$ cat config.mk
export PLATFORM = sky130hd
export DESIGN_NAME = ipv4_receive_header_check_top_flat
export DESIGN_NICKNAME = d
export VERILOG_FILES = /design/src/hw/rtl/ip4rx_pkg.sv /design/src/hw/rtl/ip4rx_if.sv /design/src/hw/rtl/ipv4_receive_header_check_top.sv /design/src/flat_wrapper.sv
export SDC_FILE = /design/constraint.sdc
export NUM_CORES = 1
export LEC_CHECK = 0
export BUFFER_PORTS_ARGS = -buffer_cell sky130_fd_sc_hd__buf_2
export CORE_UTILIZATION = 41
export CTS_CLUSTER_DIAMETER = 80
export CTS_CLUSTER_SIZE = 12
export DETAILED_ROUTE_END_ITERATION = 7
export GPL_ROUTABILITY_DRIVEN = 0
export MAX_ROUTING_LAYER = met4
export SLEW_MARGIN = 25
export SYNTH_ARGS = -nofsm -noshare
export SYNTH_HDL_FRONTEND = slang
export SYNTH_SLANG_ARGS = --single-unit
export TNS_END_PERCENT = 5
$ cat constraint.sdc
create_clock -name clk_i -period 3.19 [get_ports clk_i]
set_input_delay 0.1595 -clock clk_i [delete_from_list [all_inputs] [get_ports clk_i]]
set_output_delay 0.1595 -clock clk_i [all_outputs]
set_load 0.02 [all_outputs]
$ cat src/hw/rtl/ip4rx_pkg.sv
`default_nettype none

package ip4rx_pkg;

  // Header geometry and field constants
  localparam int unsigned HdrWords = 10;
  localparam int unsigned CountW   = 4;
  localparam int unsigned SumW     = 20;

  localparam logic [CountW-1:0] HDR_WORDS   = CountW'(HdrWords);
  localparam logic [15:0]       HDR_BYTES   = 16'd20;
  localparam logic [7:0]        VER_IHL_20B = 8'h45;
  localparam int unsigned       MF_BIT_POS  = 13;
  localparam logic [15:0]       SUM_GOOD    = 16'hFFFF;

  // Header word positions
  localparam logic [CountW-1:0] W_VER_TOS  = CountW'(0);
  localparam logic [CountW-1:0] W_LENGTH   = CountW'(1);
  localparam logic [CountW-1:0] W_FLAGS    = CountW'(3);
  localparam logic [CountW-1:0] W_TTL_PROT = CountW'(4);
  localparam logic [CountW-1:0] W_DST_HI   = CountW'(8);
  localparam logic [CountW-1:0] W_DST_LO   = CountW'(9);

  // Protocol numbers
  localparam logic [7:0] PROTO_ICMP = 8'd1;
  localparam logic [7:0] PROTO_IGMP = 8'd2;
  localparam logic [7:0] PROTO_TCP  = 8'd6;
  localparam logic [7:0] PROTO_UDP  = 8'd17;

  typedef enum logic [3:0] {
    V_BAD_LENGTH   = 4'd0,
    V_BAD_VERSION  = 4'd1,
    V_BAD_CHECKSUM = 4'd2,
    V_FRAGMENT     = 4'd3,
    V_NOT_LOCAL    = 4'd4,
    V_ICMP         = 4'd5,
    V_IGMP         = 4'd6,
    V_UDP          = 4'd7,
    V_TCP          = 4'd8,
    V_OTHER        = 4'd9
  } verdict_e;

  // Checks captured with the last header word, ahead of the verdict stage
  typedef struct packed {
    logic [SumW-1:0] sum;
    logic            len_bad;
    logic            ver_bad;
    logic            mf;
    logic            dst_local;
    logic [7:0]      protocol;
    logic [15:0]     total_length;
  } chk_t;

  function automatic verdict_e class_of(logic [7:0] proto);
    verdict_e v;
    unique case (proto)
      PROTO_ICMP: v = V_ICMP;
      PROTO_IGMP: v = V_IGMP;
      PROTO_UDP:  v = V_UDP;
      PROTO_TCP:  v = V_TCP;
      default:    v = V_OTHER;
    endcase
    return v;
  endfunction

  // Fold a 20-bit one's-complement sum twice into 16 bits
  function automatic logic [15:0] fold_sum(logic [SumW-1:0] s);
    logic [16:0] f1;
    logic [16:0] f2;
    f1 = 17'(s[SumW-1:16]) + 17'(s[15:0]);
    f2 = 17'(f1[16]) + 17'(f1[15:0]);
    return f2[15:0];
  endfunction

endpackage

`default_nettype wire

$ cat src/hw/rtl/ip4rx_if.sv
`default_nettype none

// Header word request channel
interface ip4rx_hdr_if;
  logic        valid;
  logic        ready;
  logic [15:0] header_word;
  logic        packet_start;
  logic [15:0] received_length;

  modport source (output valid, header_word, packet_start, received_length, input ready);
  modport sink   (input valid, header_word, packet_start, received_length, output ready);
endinterface

// Verdict request channel
interface ip4rx_res_if;
  logic        valid;
  logic        ready;
  logic [3:0]  verdict;
  logic        activity;
  logic [15:0] total_length;
  logic [7:0]  protocol;

  modport source (output valid, verdict, activity, total_length, protocol, input ready);
  modport sink   (input valid, verdict, activity, total_length, protocol, output ready);
endinterface

// Local address write channel
interface ip4rx_cfg_if;
  logic        valid;
  logic        ready;
  logic [31:0] data;

  modport source (output valid, data, input ready);
  modport sink   (input valid, data, output ready);
endinterface

`default_nettype wire

$ cat src/hw/rtl/ipv4_receive_header_check_top.sv
// Channel  Dir  Payload                                          Accept
// hdr_i    in   header_word, packet_start, received_length       valid & ready
// res_o    out  verdict, activity, total_length, protocol        valid & ready
// cfg_i    in   data (local_address)                              valid & ready
//
// One header word is taken per cycle while hdr_i.ready is high; words are summed
// and captured as they arrive. The last (tenth) word loads a check register; the
// verdict is then registered in the result register once that is free or taken.
// Reset clears the word count, sum, captured fields and the local address.
// A stalled result holds in the output register; words keep flowing until the
// check register is also full, then hdr_i.ready drops.
`default_nettype none

module ipv4_receive_header_check_top import ip4rx_pkg::*; (
  input  wire logic  clk_i,
  input  wire logic  rst_ni,
  ip4rx_hdr_if.sink   hdr_i,
  ip4rx_res_if.source res_o,
  ip4rx_cfg_if.sink   cfg_i
);

  logic [31:0]       local_addr_q;
  logic [CountW-1:0] count_q, count_d;
  logic [SumW-1:0]   sum_q, sum_d;
  logic [15:0]       cap_len_q, cap_len_d;
  logic [15:0]       cap_rx_q, cap_rx_d;
  logic [7:0]        ver_q, ver_d;
  logic              mf_q, mf_d;
  logic [7:0]        proto_q, proto_d;
  logic [15:0]       dst_hi_q, dst_hi_d;

  logic              s1_valid_q;
  chk_t              s1_q, s1_d;
  logic              out_valid_q;
  verdict_e          out_verdict_q, out_verdict_d;
  logic              out_act_q, out_act_d;
  logic [15:0]       out_len_q;
  logic [7:0]        out_proto_q;

  logic              in_fire;
  logic              s1_adv;
  logic              last_word;
  logic [CountW-1:0] cnt_eff;
  logic [SumW-1:0]   sum_base;
  logic              word_live;

  // Handshakes
  assign cfg_i.ready = 1'b1;
  assign s1_adv      = s1_valid_q && (!out_valid_q || res_o.ready);
  assign hdr_i.ready = !s1_valid_q || s1_adv;
  assign in_fire     = hdr_i.valid && hdr_i.ready;

  // Hold local address
  always_ff @(posedge clk_i or negedge rst_ni) begin
    if (!rst_ni) begin
      local_addr_q <= '0;
    end else if (cfg_i.valid && cfg_i.ready) begin
      local_addr_q <= cfg_i.data;
    end
  end

  // Sum words and capture fields
  always_comb begin
    cnt_eff   = hdr_i.packet_start ? '0 : count_q;
    word_live = (cnt_eff < HDR_WORDS);
    sum_base  = (cnt_eff == '0) ? '0 : sum_q;
    count_d   = count_q;
    sum_d     = sum_q;
    cap_len_d = cap_len_q;
    cap_rx_d  = cap_rx_q;
    ver_d     = ver_q;
    mf_d      = mf_q;
    proto_d   = proto_q;
    dst_hi_d  = dst_hi_q;
    last_word = 1'b0;
    if (hdr_i.packet_start) begin
      count_d = '0;
      sum_d   = '0;
    end
    if (word_live) begin
      sum_d   = sum_base + SumW'(hdr_i.header_word);
      count_d = cnt_eff + CountW'(1);
      case (cnt_eff)
        W_VER_TOS: begin
          ver_d    = hdr_i.header_word[15:8];
          cap_rx_d = hdr_i.received_length;
        end
        W_LENGTH:   cap_len_d = hdr_i.header_word;
        W_FLAGS:    mf_d      = hdr_i.header_word[MF_BIT_POS];
        W_TTL_PROT: proto_d   = hdr_i.header_word[7:0];
        W_DST_HI:   dst_hi_d  = hdr_i.header_word;
        W_DST_LO:   last_word = 1'b1;
        default: ;
      endcase
    end
  end

  always_ff @(posedge clk_i or negedge rst_ni) begin
    if (!rst_ni) begin
      count_q   <= '0;
      sum_q     <= '0;
      cap_len_q <= '0;
      cap_rx_q  <= '0;
      ver_q     <= '0;
      mf_q      <= 1'b0;
      proto_q   <= '0;
      dst_hi_q  <= '0;
    end else if (in_fire) begin
      count_q   <= count_d;
      sum_q     <= sum_d;
      cap_len_q <= cap_len_d;
      cap_rx_q  <= cap_rx_d;
      ver_q     <= ver_d;
      mf_q      <= mf_d;
      proto_q   <= proto_d;
      dst_hi_q  <= dst_hi_d;
    end
  end

  // Form the checks on the last word
  always_comb begin
    s1_d.sum          = sum_d;
    s1_d.len_bad      = (cap_len_q <= HDR_BYTES) || (cap_len_q > cap_rx_q);
    s1_d.ver_bad      = (ver_q != VER_IHL_20B);
    s1_d.mf           = mf_q;
    s1_d.dst_local    = ({dst_hi_q, hdr_i.header_word} == local_addr_q);
    s1_d.protocol     = proto_q;
    s1_d.total_length = cap_len_q;
  end

  always_ff @(posedge clk_i or negedge rst_ni) begin
    if (!rst_ni) begin
      s1_valid_q <= 1'b0;
    end else if (in_fire) begin
      s1_valid_q <= last_word;
    end else if (s1_adv) begin
      s1_valid_q <= 1'b0;
    end
  end

  always_ff @(posedge clk_i) begin
    if (in_fire && last_word) begin
      s1_q <= s1_d;
    end
  end

  // Pick the verdict in check order
  always_comb begin
    out_act_d = 1'b0;
    if (s1_q.len_bad) begin
      out_verdict_d = V_BAD_LENGTH;
    end else if (s1_q.ver_bad) begin
      out_verdict_d = V_BAD_VERSION;
    end else if (fold_sum(s1_q.sum) != SUM_GOOD) begin
      out_verdict_d = V_BAD_CHECKSUM;
    end else if (s1_q.mf) begin
      out_verdict_d = V_FRAGMENT;
    end else begin
      out_act_d     = 1'b1;
      out_verdict_d = s1_q.dst_local ? class_of(s1_q.protocol) : V_NOT_LOCAL;
    end
  end

  // Hold result until taken
  always_ff @(posedge clk_i or negedge rst_ni) begin
    if (!rst_ni) begin
      out_valid_q <= 1'b0;
    end else if (s1_adv) begin
      out_valid_q <= 1'b1;
    end else if (res_o.ready) begin
      out_valid_q <= 1'b0;
    end
  end

  always_ff @(posedge clk_i) begin
    if (s1_adv) begin
      out_verdict_q <= out_verdict_d;
      out_act_q     <= out_act_d;
      out_len_q     <= s1_q.total_length;
      out_proto_q   <= s1_q.protocol;
    end
  end

  assign res_o.valid        = out_valid_q;
  assign res_o.verdict      = out_verdict_q;
  assign res_o.activity     = out_act_q;
  assign res_o.total_length = out_len_q;
  assign res_o.protocol     = out_proto_q;

  // Word count never runs past the header
  a_count_range: assert property (@(posedge clk_i) disable iff (!rst_ni)
    count_q <= HDR_WORDS)
    else $error("word count past header length");

  // A check entry only comes from an accepted last word
  a_s1_source: assert property (@(posedge clk_i) disable iff (!rst_ni)
    $rose(s1_valid_q) |-> $past(in_fire))
    else $error("check stage loaded without a word");

  // A new result always comes from the check stage
  a_out_source: assert property (@(posedge clk_i) disable iff (!rst_ni)
    $rose(out_valid_q) |-> $past(s1_valid_q))
    else $error("result without a checked header");

  // Activity only with a verdict past the fragment check
  a_act_verdict: assert property (@(posedge clk_i) disable iff (!rst_ni)
    (out_valid_q && out_act_q) |-> (out_verdict_q >= V_NOT_LOCAL))
    else $error("activity with an error verdict");

endmodule

`default_nettype wire
$ cat src/flat_wrapper.sv
// flat-port wrapper written by rule: the top's interface ports become plain ports
module ipv4_receive_header_check_top_flat import ip4rx_pkg::*;
  (clk_i, rst_ni, hdr_i_valid, hdr_i_header_word, hdr_i_packet_start, hdr_i_received_length, hdr_i_ready, res_o_valid, res_o_verdict, res_o_activity, res_o_total_length, res_o_protocol, res_o_ready, cfg_i_valid, cfg_i_data, cfg_i_ready);
  ip4rx_hdr_if hdr_i_i ();
  ip4rx_res_if res_o_i ();
  ip4rx_cfg_if cfg_i_i ();
  input  wire logic clk_i;
  input  wire logic rst_ni;
  input wire logic [$bits(hdr_i_i.valid)-1:0] hdr_i_valid;
  input wire logic [$bits(hdr_i_i.header_word)-1:0] hdr_i_header_word;
  input wire logic [$bits(hdr_i_i.packet_start)-1:0] hdr_i_packet_start;
  input wire logic [$bits(hdr_i_i.received_length)-1:0] hdr_i_received_length;
  output wire logic [$bits(hdr_i_i.ready)-1:0] hdr_i_ready;
  output wire logic [$bits(res_o_i.valid)-1:0] res_o_valid;
  output wire logic [$bits(res_o_i.verdict)-1:0] res_o_verdict;
  output wire logic [$bits(res_o_i.activity)-1:0] res_o_activity;
  output wire logic [$bits(res_o_i.total_length)-1:0] res_o_total_length;
  output wire logic [$bits(res_o_i.protocol)-1:0] res_o_protocol;
  input wire logic [$bits(res_o_i.ready)-1:0] res_o_ready;
  input wire logic [$bits(cfg_i_i.valid)-1:0] cfg_i_valid;
  input wire logic [$bits(cfg_i_i.data)-1:0] cfg_i_data;
  output wire logic [$bits(cfg_i_i.ready)-1:0] cfg_i_ready;
  assign hdr_i_i.valid = hdr_i_valid;
  assign hdr_i_i.header_word = hdr_i_header_word;
  assign hdr_i_i.packet_start = hdr_i_packet_start;
  assign hdr_i_i.received_length = hdr_i_received_length;
  assign hdr_i_ready = hdr_i_i.ready;
  assign res_o_valid = res_o_i.valid;
  assign res_o_verdict = res_o_i.verdict;
  assign res_o_activity = res_o_i.activity;
  assign res_o_total_length = res_o_i.total_length;
  assign res_o_protocol = res_o_i.protocol;
  assign res_o_i.ready = res_o_ready;
  assign cfg_i_i.valid = cfg_i_valid;
  assign cfg_i_i.data = cfg_i_data;
  assign cfg_i_ready = cfg_i_i.ready;
  ipv4_receive_header_check_top u_core (.clk_i(clk_i), .rst_ni(rst_ni), .hdr_i(hdr_i_i), .res_o(res_o_i), .cfg_i(cfg_i_i));
endmodule
## After elaboration in Yosys (flattened, before gate mapping)

Index checks and enable logic that the tools add are counted.

| word-level totals | value |
|---|---|
| register bits | 200 |
| input port bits | 70 |
| word-level logic and storage cells | 82 |

| cells by class | value |
|---|---|
| $add $sub $neg | 4 |
| order comparisons | 3 |
| equality and inequality tests | 12 |
| mux-type cells | 17 |
| bitwise logic cells | 1 |
| reduce and logical (&&, ||, !) cells | 20 |

Operators with widths:

| cell | count |
|---|---|
| 20-bit two-way mux | 3 |
| 32-bit equality test | 1 |
| 20-bit by 16-bit adder with 20-bit output | 1 |
| 4-bit by 16-bit adder with 17-bit output | 1 |
| 1-bit by 16-bit adder with 16-bit output | 1 |
| 16-bit greater-than comparator | 1 |
| 16-bit by 5-bit <= comparator with 1-bit output, second input constant | 1 |
| 16-bit != test, second input constant | 1 |
| 4-bit case mux with 4 select lines | 1 |
| 3-bit AND reduction | 5 |
| 4-bit equality test, second input constant | 2 |
| 8-bit by 1-bit equality test with 1-bit output, second input constant | 1 |
| 8-bit by 2-bit equality test with 1-bit output, second input constant | 1 |
| 8-bit by 3-bit equality test with 1-bit output, second input constant | 1 |
| 8-bit by 5-bit equality test with 1-bit output, second input constant | 1 |
| 1-bit two-way mux | 8 |
| 4-bit two-way mux | 2 |
| 8-bit by 7-bit != test with 1-bit output, second input constant | 1 |
| 5-bit OR reduction | 1 |
| 4-bit by 1-bit adder with 4-bit output, second input constant | 1 |
| 4-bit by 1-bit equality test with 1-bit output, second input constant | 1 |
| 4-bit by 2-bit equality test with 1-bit output, second input constant | 1 |
| 4-bit by 3-bit equality test with 1-bit output, second input constant | 1 |
| 4-bit zero test | 1 |
| other kinds (11) | 18 |

## Logic depth before layout (Yosys ltp)

| logic depth | value |
|---|---|
| word-level depth | 6 |
| depth in mapped cells | 16 |

## Worst setup path before layout

OpenSTA, ideal clock, no wires.

| timing | value |
|---|---|
| kind | register to register |
| start | register u_core.s1_q[28] (netlist bit) |
| end | register u_core.out_verdict_q[1] (netlist: u_core.res_o.verdict[1]), data pin |
| setup time | 259 ps |
| data arrival time | 3,193 ps |
| data required time | 2,931 ps |
| slack | -262 ps |
| stages on the path, launching flop included | 17 |
| buffers on the path | 0 |
| cells stage by stage | edfxtp_1 > ha_1 > inv_1 > fa_1 > nand2b_1 > a211oi_2 > nand2_1 > nor2_1 > ha_1 > ha_1 > nand4_1 > or3_1 > nor4_1 > o2111ai_1 > nor2_1 > nand3_1 > o31a_1 |

| between the ends | value |
|---|---|
| word-level cells in the longest chain between the ends | 4 |

Ends and longest elaborated chain:

| item | RTL line | text |
|---|---|---|
| from (decl) | ipv4_receive_header_check_top.sv:33 | `chk_t s1_q, s1_d;` |
| from (signal assigned) | ipv4_receive_header_check_top.sv:143 | `s1_q <= s1_d;` |
| 4-bit by 16-bit adder with 17-bit output | ip4rx_pkg.sv:70 | `f1 = 17'(s[SumW-1:16]) + 17'(s[15:0]);` |
| 1-bit by 16-bit adder with 16-bit output | ip4rx_pkg.sv:71 | `f2 = 17'(f1[16]) + 17'(f1[15:0]);` |
| 16-bit != test | ipv4_receive_header_check_top.sv:154 | `end else if (fold_sum(s1_q.sum) != SUM_GOOD) begin` |
| 2-bit two-way mux | ipv4_receive_header_check_top.sv:154 |  |
| to (signal assigned) | ipv4_receive_header_check_top.sv:177 | `out_verdict_q <= out_verdict_d;` |
| to (decl) | ipv4_receive_header_check_top.sv:35 | `verdict_e out_verdict_q, out_verdict_d;` |

Every way passes these cells.
A chain may end at the register's enable or synchronous reset.

## Worst setup path in the final report

Same ends and word-level chain as after synthesis.

==> results.md <==
- The flow ran to the end, but the final reports show violations.
- The final reports fail on negative setup slack.
- The number of hold violations in the final report was 0.
- The number of antenna violations at the first check in global routing is 0.
- STA classifies the critical path startpoint as a flip-flop.
- The layout has between 1500 and 2000 filler cells.
- The post-synthesis compound-gate area fraction is between 8 and 9%.
- For the finished layout, the period the worst path requires is 3230 ps.
- At the worst endpoint, the required time is about 3400 ps.
- Ranked by total cell area, the synthesized netlist is headed by sky130_fd_sc_hd__dfrtp_1, sky130_fd_sc_hd__edfxtp_1, sky130_fd_sc_hd__mux2_2, sky130_fd_sc_hd__ha_1, sky130_fd_sc_hd__xor2_1.
- Dividing the synthesized area by the synthesized cell count gives approximately 12 um2.
- During placement, the flow inserted port buffers numbering 100.
- Across the VDD grid, the largest voltage drop is roughly 0.37 mV.
- The part of the cycle the worst path needs is 101%.
- The all-layer global routing usage is approximately a fifth.
- After technology mapping, the gate count stands at just under 800.
- The number of warnings reported in the yosys synthesis log is 0.
- For this design the static power due to leakage is between 5 and 6 nW.
- At the pin with the least slew margin, the transition time is 703 ps.
- The slowest stage of the critical path is the sky130_fd_sc_hd__or3_1 cell.
- The worst clock skew is ~11 ps.
- The most common flop cell mapped by yosys is sky130_fd_sc_hd__dfrtp_1.
- The initial cell density of the core is a little over two fifths.
- The overall power consumption is 6.96 mW.
- The worst setup slack after layout is -41.8 ps.
- The number of nets with antenna violations after detailed routing is 0.
- The total power density per cell area is just under 600 nW/um2.
- Traced cell by cell, the critical path runs through ha_2, inv_2, fa_2, nand2b_4, a211oi_4, nand2_1, nor2_1, ha_2, ha_4, nand4_1, or3_1, nor4_2, o2111ai_1, nor2_1, nand3_2, o31a_1.
- Counting every net in the synthesized netlist gives a little over 900.
- The TritonCTS clock tree is built.
- STA classifies the critical path endpoint as a flip-flop.
- The number of distinct library cell variants in the gate-level netlist after synthesis is 70.
- Entering global routing, the biggest net connects 56 pins.
- The sink count of the clock tree is 200.
- In the final routed layout, each cell accounts on average for between 15 and 20 um.
- Counting flops with a built-in enable in the synthesized netlist gives 77.
- The synthesized netlist devotes about 5.7% of its cell area to adder and majority cells.
- Global routing finished with a remaining overflow of 0.
- In the synthesized netlist the async set-or-reset flop fraction comes to between 60% and 70%.
- For this run, the detailed router's first-pass iteration total came to 4.
- The number of antenna diodes in the final layout is 0.
- CTS built an H-tree with a depth of 4.
- Of the synthesized area, sequential elements account for 55.6%.
- Using the TritonRoute via totals, the vias-per-cell ratio works out to between 5 and 6.
- Setup violations remaining at the end of the flow were counted as 2.
- The clock-pin slew of the registers on the worst-case setup and hold paths is about 80 ps.
- The largest area contributor in the netlist is sky130_fd_sc_hd__dfrtp_1.
- The die covers between 20000 and 25000 um2.
- Setup repair after global routing could not meet its margin everywhere.
- The number of clock buffers added by TritonCTS is 17.
- The post-synthesis to final-layout area growth is 23.7%.
- In this run the biggest area consumer among cell types represents 31.7% of the synthesized area.
- After clock tree synthesis, the setup repair step added 0 buffers.
- During I/O placement, the number of pins put on the boundary was a little over 100.
- The portion of synthesized area spent on multiplexers is a little under an eighth.
- For this run, the slowest stage of the critical path takes 370 ps.
- The worst endpoint data arrival time is roughly 3400 ps.
- The final routed DRC violation total is 0.
- The synthesized flop and latch total is 200.
- The core region is ~23000 um2.
- The cell row count is between 50 and 60.
- The clock latency on the worst-skew pair is 440 ps.
- Across the run, the number of max-cap violations was 0.
- The first global-routing pass estimated 34200 um of wire.
- The most common cell in the netlist is sky130_fd_sc_hd__dfrtp_1.
- The tightest min-delay check is of the in -> reg type.
- Once layout is complete, the utilization of the core stands at about 52%.
- In this run the deepest clock path goes through 2 buffers.
- The iteration-0 DRC count of the detailed router is 295.
- The cell area after synthesis is 9700 um2.
- The parity-gate share of the synthesized area counting xor and xnor cells is under 10%.
- The net count of the finished layout is around 1100.
- Summing over every cut layer, the via total after detailed routing is between 6000 and 7000.
- The commonest cells after synthesis are sky130_fd_sc_hd__dfrtp_1, sky130_fd_sc_hd__mux2_2, sky130_fd_sc_hd__edfxtp_1, sky130_fd_sc_hd__nand2_1, sky130_fd_sc_hd__xor2_1.
- The final HPWL from detailed placement is 14900 um.
- By area, the combinational part of the netlist is dominated by simple AND/OR/NAND/NOR gates.
- The largest fanout of any net on the critical path is 4.
- The die boundary height is about 160 um.
- The number of pins exceeding their max-slew limit in the final report came to 0.
- In this run the tightest slew margin relative to its limit is between 50% and 60%.
- The chip width is 156 um.
- The critical path in this run is classified as reg -> reg.
- The via count of the first global-routing pass is ~6400.
- Cells with a size suffix above 1 make up a little under a third of the layout.
- The tree is rooted in a sky130_fd_sc_hd__clkbuf_16.
- The fraction of the mapped netlist area in simple logic gates is 11.6%.
- Hold timing on the final database bottoms out at a slack of approximately 75 ps.
- The final layout contains routed wiring with a total length of about 21000 um.
- Based on the critical path, the design can be clocked at up to approximately 310 MHz.
==> state kept, by name, indices dropped and copies added (netlist names) <==
register	count
u_core.cap_len_q	16
u_core.s1_q	48
u_core.cap_rx_q	16
u_core.count_q	4
u_core.res_o.protocol	8
u_core.res_o.activity	1
u_core.ver_q	8
u_core.res_o.verdict	4
u_core.res_o.total_length	16
u_core.dst_hi_q	16
u_core.sum_q	20
u_core.proto_q	8
u_core.s1_valid_q	1
u_core.mf_q	1
u_core.res_o.valid	1
u_core.local_addr_q	32
==> cells in the final DEF (no fill, tap or decap), drive strengths merged, types with 36 or more instances in the layout <==
master,n
buf,134
inv,39
dlygate4sd3,51
nand2,69
ha,41
edfxtp,77
dfrtp,123
o21ai,36
mux2,97
xor2,43
==> final cells by class <==
type | count | area, um2 | area share (%)
repair buffers | 185 | 1300 | 10.8
clock inverters | 14 | 159 | 1.32
clock buffers | 18 | 429 | 3.58
flip-flops and latches | 200 | 5390 | 44.9
inverters | 32 | 120 | 1.00
well taps | 313 | 392 | 3.26
multi-input cells | 537 | 4200 | 35.0
==> power by group <==
| group | leakage (nW) | switching [mW] | internal [mW] |
|---|---|---|---|
| clock | 0.286 | 1.03 | 1.11 |
| sequential | 2.20 | 0.249 | 3.04 |
| combinational | 2.69 | 0.743 | 0.780 |
| total | 5.17 | 2.02 | 4.94 |
==> path summary, 6_finish.rpt <==
kind                                                start                                      to  slack, ps  depth (start not counted)
worst min-delay path                 hdr_i_header_word[8]         u_core.cap_len_q[8]$_DFFE_PN0P_         80                          2
worst min register to register   u_core.s1_q[4]$_DFFE_PP_  u_core.res_o.total_length[4]$_DFFE_PP_        420                          0
min in group asynchronous                          rst_ni     u_core.local_addr_q[28]$_DFFE_PN0P_        210                          2
max in group asynchronous                          rst_ni          u_core.cap_rx_q[0]$_DFFE_PN0P_       2120                          3
worst max-delay path            u_core.s1_q[28]$_DFFE_PP_   u_core.res_o.verdict[1]$_SDFFCE_PP0P_        -40                         16
worst max register to register  u_core.s1_q[28]$_DFFE_PP_   u_core.res_o.verdict[1]$_SDFFCE_PP0P_        -40                         16
==> logic make-up after synthesis <==
group | count (synthesis)
AO/OA/AOI/OAI | 124
XOR/XNOR | 55
adder cells (fa/ha/maj) | 43
buffers and inverters | 56
flip-flops | 200
multiplexers | 98
other | 1
AND/OR/NAND/NOR | 216
==> repair_timing <==
| action | CTS | global route |
|---|---|---|
| endpoints found under the hold margin | 80 | 0 |
| endpoints found under the setup margin | 5 | 22 |
| resized for setup | 4 | 20 |
| cloned | 0 | 0 |
| pin swaps | 3 | 4 |
| hold buffers | 51 | 0 |
==> through the flow <==
stage | worst slack, ps | cell area, um2 | instances | setup TNS, ps
CTS | -78.2 | 11900 | 1299 | -170
global route | -260 | 12000 | 1299 | -1140
detailed placement | -102 | 10800 | 1216 | -369
global placement | -83.2 | 10800 | 1216 | -218
finish | -41.8 | 12000 | 1299 | -45.3
floorplan | -42.1 | 9720 | 793 | -56.3
==> routing by layer <==
| metal | track usage, % | vias up | part of all wire, % |
|---|---|---|---|
| met4 | 6.40 | 0 | 1.5 |
| met1 | 25.1 | 3190 | 47 |
| li1 | - | 3231 | - |
| met2 | 30.5 | 144 | 48 |
| met5 | - | - | 0 |
| met3 | 3.06 | 19 | 3.2 |
==> critical path, delay by kind of cell (launching register included) <==
| kind | cells | cell delay (ps) |
|---|---|---|
| fa+ha+maj | 4 | 850 |
| compound gates | 3 | 610 |
| buf+inv | 1 | 40 |
| flops | 1 | 330 |
| simple gates | 8 | 1160 |
Power figures use the tool's default switching activity.
